===== src/design/smpq_pkg.sv =====
// ----------------------------------------------------------------------------
// smpq_pkg
// Constants and types of the sorted minimum priority queue.
// ----------------------------------------------------------------------------
package smpq_pkg;

    localparam int CAPACITY = 16;
    localparam int CNT_W    = $clog2(CAPACITY + 1);
    localparam int DATA_W   = 32;
    localparam int COUNT_W  = 5;

    typedef enum logic [1:0] {
        OP_PUSH = 2'd0,
        OP_POP  = 2'd1,
        OP_NOP  = 2'd2
    } opcode_t;

    typedef enum logic [1:0] {
        ST_OK    = 2'd0,
        ST_FULL  = 2'd1,
        ST_EMPTY = 2'd2
    } status_t;

    typedef struct packed {
        logic push;
        logic pop;
    } cell_ctrl_t;

endpackage


===== src/design/smpq_cell.sv =====
// ----------------------------------------------------------------------------
// smpq_cell
// One entry of the sorted store: compares against the incoming value and
// takes its own, its neighbour's or the new value on each transaction.
// ----------------------------------------------------------------------------
module smpq_cell
(
    input  logic                                clk,
    input  smpq_pkg::cell_ctrl_t                ctrl,
    input  logic                                occupied,
    input  logic signed [smpq_pkg::DATA_W-1:0]  value,
    input  logic signed [smpq_pkg::DATA_W-1:0]  prev_entry,
    input  logic                                prev_less,
    input  logic signed [smpq_pkg::DATA_W-1:0]  next_entry,
    output logic signed [smpq_pkg::DATA_W-1:0]  entry,
    output logic signed [smpq_pkg::DATA_W-1:0]  entry_next,
    output logic                                less
);

    logic signed [smpq_pkg::DATA_W-1:0] entry_reg;

    assign less  = occupied && (entry_reg < value);
    assign entry = entry_reg;

    always_comb
    begin
        entry_next = entry_reg;
        priority if (ctrl.push)
        begin
            priority if (less)
                entry_next = entry_reg;
            else if (prev_less)
                entry_next = value;
            else
                entry_next = prev_entry;
        end
        else if (ctrl.pop)
        begin
            entry_next = next_entry;
        end
        else
        begin
            entry_next = entry_reg;
        end
    end

    always_ff @(posedge clk)
    begin
        entry_reg <= entry_next;
    end

endmodule


===== src/design/sorted_min_priority_queue.sv =====
// ----------------------------------------------------------------------------
// sorted_min_priority_queue
// Bounded minimum priority queue of signed 32-bit values held in ascending
// order across a row of compare-and-shift cells.
// ----------------------------------------------------------------------------
// channel  direction  handshake            payload
// cmd      in         cmd_valid/cmd_stall  opcode, value
// rsp      out        rsp_valid/rsp_stall  front_value, entry_count, is_empty,
//                                          is_full, status
//
// One transaction per cycle while cmd_stall is low; its result shows the cycle after acceptance.
// Every cell compares and shifts in parallel, so the clock period is set by
// one 32-bit compare and the insert select in each cell.
// Reset clears the count and the result valid; stored entries are not cleared.
// cmd_stall is high while a result is held and rsp_stall is high.
// ----------------------------------------------------------------------------
module sorted_min_priority_queue
(
    input  logic                                clk,
    input  logic                                rst_n,
    input  logic                                cmd_valid,
    output logic                                cmd_stall,
    input  logic [1:0]                          opcode,
    input  logic signed [smpq_pkg::DATA_W-1:0]  value,
    output logic                                rsp_valid,
    input  logic                                rsp_stall,
    output logic signed [smpq_pkg::DATA_W-1:0]  front_value,
    output logic [smpq_pkg::COUNT_W-1:0]        entry_count,
    output logic                                is_empty,
    output logic                                is_full,
    output logic [1:0]                          status
);

    logic                               accept;
    logic                               is_push;
    logic                               is_pop;
    logic                               full_now;
    logic                               empty_now;
    smpq_pkg::cell_ctrl_t               ctrl;
    smpq_pkg::status_t                  status_next;

    logic [smpq_pkg::CNT_W-1:0]         count_reg;
    logic [smpq_pkg::CNT_W-1:0]         count_next;
    logic [smpq_pkg::CNT_W+smpq_pkg::COUNT_W-1:0] count_wide;

    logic signed [smpq_pkg::DATA_W-1:0] entries      [smpq_pkg::CAPACITY];
    logic signed [smpq_pkg::DATA_W-1:0] entries_next [smpq_pkg::CAPACITY];
    logic                               less         [smpq_pkg::CAPACITY];

    logic                               rsp_valid_reg;
    logic signed [smpq_pkg::DATA_W-1:0] front_value_reg;
    logic signed [smpq_pkg::DATA_W-1:0] front_value_next;
    logic [smpq_pkg::COUNT_W-1:0]       entry_count_reg;
    logic                               is_empty_reg;
    logic                               is_full_reg;
    smpq_pkg::status_t                  status_reg;

    assign cmd_stall = rsp_valid_reg && rsp_stall;
    assign accept    = cmd_valid && !cmd_stall;

    assign is_push   = (opcode == smpq_pkg::OP_PUSH);
    assign is_pop    = (opcode == smpq_pkg::OP_POP);
    assign full_now  = (count_reg == smpq_pkg::CNT_W'(smpq_pkg::CAPACITY));
    assign empty_now = (count_reg == '0);

    assign ctrl.push = accept && is_push && !full_now;
    assign ctrl.pop  = accept && is_pop && !empty_now;

    always_comb
    begin
        status_next = smpq_pkg::ST_OK;
        priority if (is_push && full_now)
            status_next = smpq_pkg::ST_FULL;
        else if (is_pop && empty_now)
            status_next = smpq_pkg::ST_EMPTY;
        else
            status_next = smpq_pkg::ST_OK;
    end

    always_comb
    begin
        count_next = count_reg;
        priority if (ctrl.push)
            count_next = count_reg + smpq_pkg::CNT_W'(1);
        else if (ctrl.pop)
            count_next = count_reg - smpq_pkg::CNT_W'(1);
        else
            count_next = count_reg;
    end

    generate
        for (genvar i = 0; i < smpq_pkg::CAPACITY; i++)
        begin : g_cell
            logic signed [smpq_pkg::DATA_W-1:0] prev_entry;
            logic                               prev_less;
            logic signed [smpq_pkg::DATA_W-1:0] next_entry;

            if (i == 0)
            begin : g_head
                assign prev_entry = value;
                assign prev_less  = 1'b1;
            end
            else
            begin : g_body
                assign prev_entry = entries[i-1];
                assign prev_less  = less[i-1];
            end

            if (i == smpq_pkg::CAPACITY - 1)
            begin : g_tail
                assign next_entry = entries[i];
            end
            else
            begin : g_inner
                assign next_entry = entries[i+1];
            end

            smpq_cell u_cell
            (
                .clk        (clk),
                .ctrl       (ctrl),
                .occupied   (count_reg > smpq_pkg::CNT_W'(i)),
                .value      (value),
                .prev_entry (prev_entry),
                .prev_less  (prev_less),
                .next_entry (next_entry),
                .entry      (entries[i]),
                .entry_next (entries_next[i]),
                .less       (less[i])
            );
        end
    endgenerate

    assign front_value_next = (count_next == '0) ? '0 : entries_next[0];
    assign count_wide       = {{smpq_pkg::COUNT_W{1'b0}}, count_next};

    always_ff @(posedge clk or negedge rst_n)
    begin
        if (!rst_n)
        begin
            count_reg     <= '0;
            rsp_valid_reg <= 1'b0;
        end
        else
        begin
            if (accept)
                count_reg <= count_next;
            if (accept)
                rsp_valid_reg <= 1'b1;
            else if (!rsp_stall)
                rsp_valid_reg <= 1'b0;
        end
    end

    always_ff @(posedge clk)
    begin
        if (accept)
        begin
            front_value_reg <= front_value_next;
            entry_count_reg <= count_wide[smpq_pkg::COUNT_W-1:0];
            is_empty_reg    <= (count_next == '0);
            is_full_reg     <= (count_next == smpq_pkg::CNT_W'(smpq_pkg::CAPACITY));
            status_reg      <= status_next;
        end
    end

    assign rsp_valid   = rsp_valid_reg;
    assign front_value = front_value_reg;
    assign entry_count = entry_count_reg;
    assign is_empty    = is_empty_reg;
    assign is_full     = is_full_reg;
    assign status      = status_reg;

endmodule


===== config.mk =====
export PLATFORM = sky130hd
export DESIGN_NAME = sorted_min_priority_queue
export DESIGN_NICKNAME = d
export VERILOG_FILES = /design/src/design/smpq_pkg.sv /design/src/design/smpq_cell.sv /design/src/design/sorted_min_priority_queue.sv
export SDC_FILE = /design/constraint.sdc
export NUM_CORES = 2
export LEC_CHECK = 0
export ABC_CLOCK_PERIOD_IN_PS = 8150
export BUFFER_PORTS_ARGS = -buffer_cell sky130_fd_sc_hd__buf_4
export CORE_UTILIZATION = 42
export CTS_CLUSTER_SIZE = 10
export DETAILED_ROUTE_END_ITERATION = 16
export HOLD_SLACK_MARGIN = 0.06
export PLACE_DENSITY = 0.66
export SETUP_SLACK_MARGIN = 0.2
export SKIP_LAST_GASP = 1
export SLEW_MARGIN = 25
export SYNTH_ARGS = -nofsm -noshare
export SYNTH_HDL_FRONTEND = slang
export SYNTH_SLANG_ARGS = --single-unit

===== constraint.sdc =====
create_clock -name clk -period 8.15 [get_ports clk]
set_input_delay 1.63 -clock clk [delete_from_list [all_inputs] [get_ports clk]]
set_output_delay 1.63 -clock clk [all_outputs]
set_load 0.01 [all_outputs]

==> results.md <==
- Worst EP required: between 8 and 9 ns
- Pre-CTS worst setup slack: 1.94 ns
- Detailed Place HPWL: 78300 µm
- Worst rel slew slack: around 32%
- Fin cells: 5095
- Clk network pwr share: 27.4%
- Via count: a little over 30000
- Fin crit period: 5.71 ns
- Routability congestion estimate from global placement: ~0.90
- IO Count: 81
- # rows: roughly 110
- Area growth, synth to finish: 9.52%
- Seq/Total Area, Yosys: 42.0%
- Pwr/cell area: around 240 nW/µm²
- Largest net degree at the start of global routing: 192
- Final Hold Fails: 0
- Top delay family on crit path: buffers and inverters
- Ys async rst share: ~1.1%
- Crit-path max FO: 32
- DP Cell Count: approximately 5000
- CP Class: input port to flop
- RSZ-0062 raised after global routing: false
- Starting Density: between 40% and 50%
- Cell area after layout: 42800 µm²
- Later-pin clock latency in the skew report: roughly 0.63 ns
- CP Data Arrival Time: ~6.0 ns
- Syn_nets: around 4400
- Vias in the first global route: 30000
- Root buffer cell: clkbuf_16
- Internal power: ~6.6 mW
- CTS tree: yes
- Avg Cell Area, Syn: slightly above 10 µm²
- Wl on met1: roughly 50000 µm
- Filler cells: approximately 8700
- Worst setup margin: between 2 and 2.5 ns
- CP Capture Type: flop
- Global route overflow: 0
- First-pass GRT wire length: between 150000 and 200000 µm
- Largest register FFs: about 510
- Setup TNS: 0 ns
- Placed Area: 40900 µm²
- Number of synthesized flops with an enable pin: ~520
- Met3 wire len: 6090 µm
- Nets: about 4400
- Max layer used: met5
- Chip Height: about 310 µm
- CP max stage cell: mux2i_4
- Share of post-route cells with drive strength above 1: 7.69%
- Die Area: 94400 µm²
- Initial antenna violation count: 2
- Global Route Usage Sum: around 23%
- Buffers plus inverters on the worst setup path: 4
- 1st-pass router iterations: 6
- Worst-case clock buffer depth: 3
- Top FF cell, synth: edfxtp_1
- Period utilization: a little over two thirds
- CTS Hold Buffers Added: 0
- Worst vdd ir: 0.184 mV
- Netlist cell types: 79
- Core ar.: between 90000 and 100000 µm²
- DR iter-0 viols: ~2800
- Crit start category: input port
- Vias per cell: a little under 6
- Synth warn: 0
- Yosys reg bits: 559
- Max cap viols: 0
- Net Sw Power: approximately 3.7 mW
- Clk sinks: 559
- Clock skew: approximately 0.023 ns
- Worst min path class: flop to flop
- IO Port Bufs: 80
- Sw frac: around 36%
- Final wirelength: ~110000 µm
- Syn Std Cell Area: slightly below 40000 µm²
- Slowest stage delay, CP: about 0.65 ns
- Post CTS Setup Buffer Count: 0
- Die width: between 300 and 400 µm
- Routed length per placed instance: 21.2 µm
- F_max: between 150 and 200 MHz
- Antenna Nets Post-Route: 0
- Leak: 18.2 nW
- Critical-path cell list: buf_4 -> inv_1 -> ha_1 -> a21oi_1 -> nand2_1 -> a221oi_1 -> o211ai_1 -> a21oi_1 -> mux2i_4 -> buf_4 -> nand2_1 -> nand2_1 -> buf_4
- Cts bufs inserted: between 60 and 70
- Final setup violation count: 0
- Post-CTS sizing: 0
- Synth Instances: 3864
- Status: complete, no violations
- DRC: 0
- Seq pwr share: 38.3%
- Worst-Margin Slew: around 1 ns
- WL met2: a little under 50000 µm
- H-tree depth: 3
- Worst-path clk slew: ~0.06 ns
- Final Max Slew Viols: 0
- Combinational Power Share: 34.3%
[final cells by class]
class | instances | area, µm² | area share, %
Timing Repair Buffer | 148 | 1220 | 2.85
Antenna cell | 1 | 2.50 | 0.00584
Sequential cell | 559 | 16400 | 38.4
Clock buffer | 100 | 1900 | 4.42
Inverter | 45 | 169 | 0.394
Tap cell | 1243 | 1560 | 3.63
Clock inverter | 4 | 21.3 | 0.0496
Multi-Input combinational cell | 2995 | 21500 | 50.3
[power groups by stage]
| stage | sequential (mW) | clock, mW | combinational [mW] |
|---|---|---|---|
| 5_1_grt | 3.97 | 2.95 | 3.87 |
| 6_report | 3.93 | 2.81 | 3.53 |
| 2_1_floorplan | 3.88 | 0 | 2.55 |
| 4_1_cts | 3.93 | 2.86 | 3.49 |
| 3_5_place_dp | 3.99 | 0 | 3.47 |
| 3_3_place_gp | 3.98 | 0 | 3.39 |
[layout by cell type (no fill, tap or decap), types with 6 or more instances in the layout]
master,count
a211o_1,6
clkbuf_1,28
inv_1,45
clkbuf_16,71
o21ai_0,265
buf_4,141
dfrtp_1,6
nor2b_1,20
a31oi_1,75
or2_2,6
a2111oi_0,6
mux2i_1,385
a21o_1,81
mux2_2,33
nor2_1,280
nor4_1,9
a22oi_1,35
o21ai_1,39
nand2b_1,17
xnor2_1,6
nand3_1,128
o21a_1,8
and3_1,6
and4_1,6
a21oi_1,307
nand4_1,99
o211ai_1,82
dfxtp_1,32
nor3_1,19
a211oi_1,38
ha_1,501
edfxtp_1,521
nand2_1,442
[worst register-to-register path, cell delays in order, from the launching register on]
cell,delay [ns]
dfrtp_1,0.41
a21boi_4,0.45
buf_4,0.46
nor2b_1,0.60
nand3_4,0.83
nand2_1,0.99
buf_4,0.40
[metrics by stage]
stage,hold WS (ns),power [mW],utilization (%)
6_report,0.557,10.3,46.6
5_1_grt,0.587,10.8,46.6
4_1_cts,0.560,10.3,46.6
3_5_place_dp,0.547,7.45,44.5
3_3_place_gp,0.523,7.38,44.4
2_1_floorplan,0.513,6.43,-
[layer usage]
| layer | up-vias | track usage (%) |
|---|---|---|
| met1 | 14800 | 32.0 |
| met4 | 2 | 6.02 |
| met3 | 144 | 3.32 |
| met5 | - | 0 |
| li1 | 14500 | - |
| met2 | 789 | 35.8 |
[cells in the mapped netlist, types with 5 or more instances]
cell / count / share of area (%)
o211ai_1: 82 / 1.6
dfxtp_1: 32 / 1.6
a22oi_1: 35 / 0.67
a211oi_1: 38 / 0.73
nand2b_1: 17 / 0.27
a211o_1: 6 / 0.13
nor2_1: 280 / 2.7
ha_1: 501 / 16
or4_1: 5 / 0.096
or3_1: 5 / 0.080
mux2_2: 33 / 0.95
nand3_1: 131 / 1.7
nor2b_1: 20 / 0.32
mux2i_1: 387 / 9.9
a21o_1: 81 / 1.6
a21oi_1: 308 / 3.9
or2_2: 5 / 0.080
a2111oi_0: 6 / 0.13
a31oi_1: 77 / 1.2
nand4_1: 99 / 1.6
o22ai_1: 5 / 0.080
o21ai_0: 268 / 3.4
nor3_1: 20 / 0.26
buf_6: 11 / 0.32
inv_1: 45 / 0.43
buf_2: 35 / 0.45
and3_1: 6 / 0.096
nand2_1: 443 / 4.3
o21a_1: 8 / 0.15
nor4_1: 9 / 0.14
o21bai_1: 5 / 0.096
edfxtp_1: 521 / 40
xnor2_1: 7 / 0.16
buf_4: 13 / 0.25
clkbuf_1: 202 / 1.9
and4_1: 6 / 0.13
o31ai_1: 5 / 0.096
a221oi_1: 5 / 0.11
o21ai_1: 39 / 0.50
dfrtp_1: 6 / 0.38
[cells by family after synthesis]
group	share of synthesized area, %
AND/OR/NAND/NOR	12.2
AO/OA/AOI/OAI	15.2
XOR/XNOR	0.157
flip-flops	42.0
buffers and inverters	3.42
multiplexers	11.0
adder cells (fa/ha/maj)	16.0
[final timing paths]
check | cells past startpoint | end | slack (ns) | start
min in group asynchronous | 1 | count_reg[1] | 0.82 | rst_n
min | 2 | g_cell[14].u_cell.entry[0] | 0.56 | g_cell[15].u_cell.entry[0]
max | 13 | g_cell[5].u_cell.entry[29] | 2.44 | value[30]
max reg2reg | 6 | g_cell[3].u_cell.entry[26] | 3.69 | rsp_valid
min reg2reg | 2 | g_cell[14].u_cell.entry[0] | 0.56 | g_cell[15].u_cell.entry[0]
max in group asynchronous | 1 | count_reg[2] | 7.21 | rst_n
No activity file was read; power rests on OpenSTA's default activity.
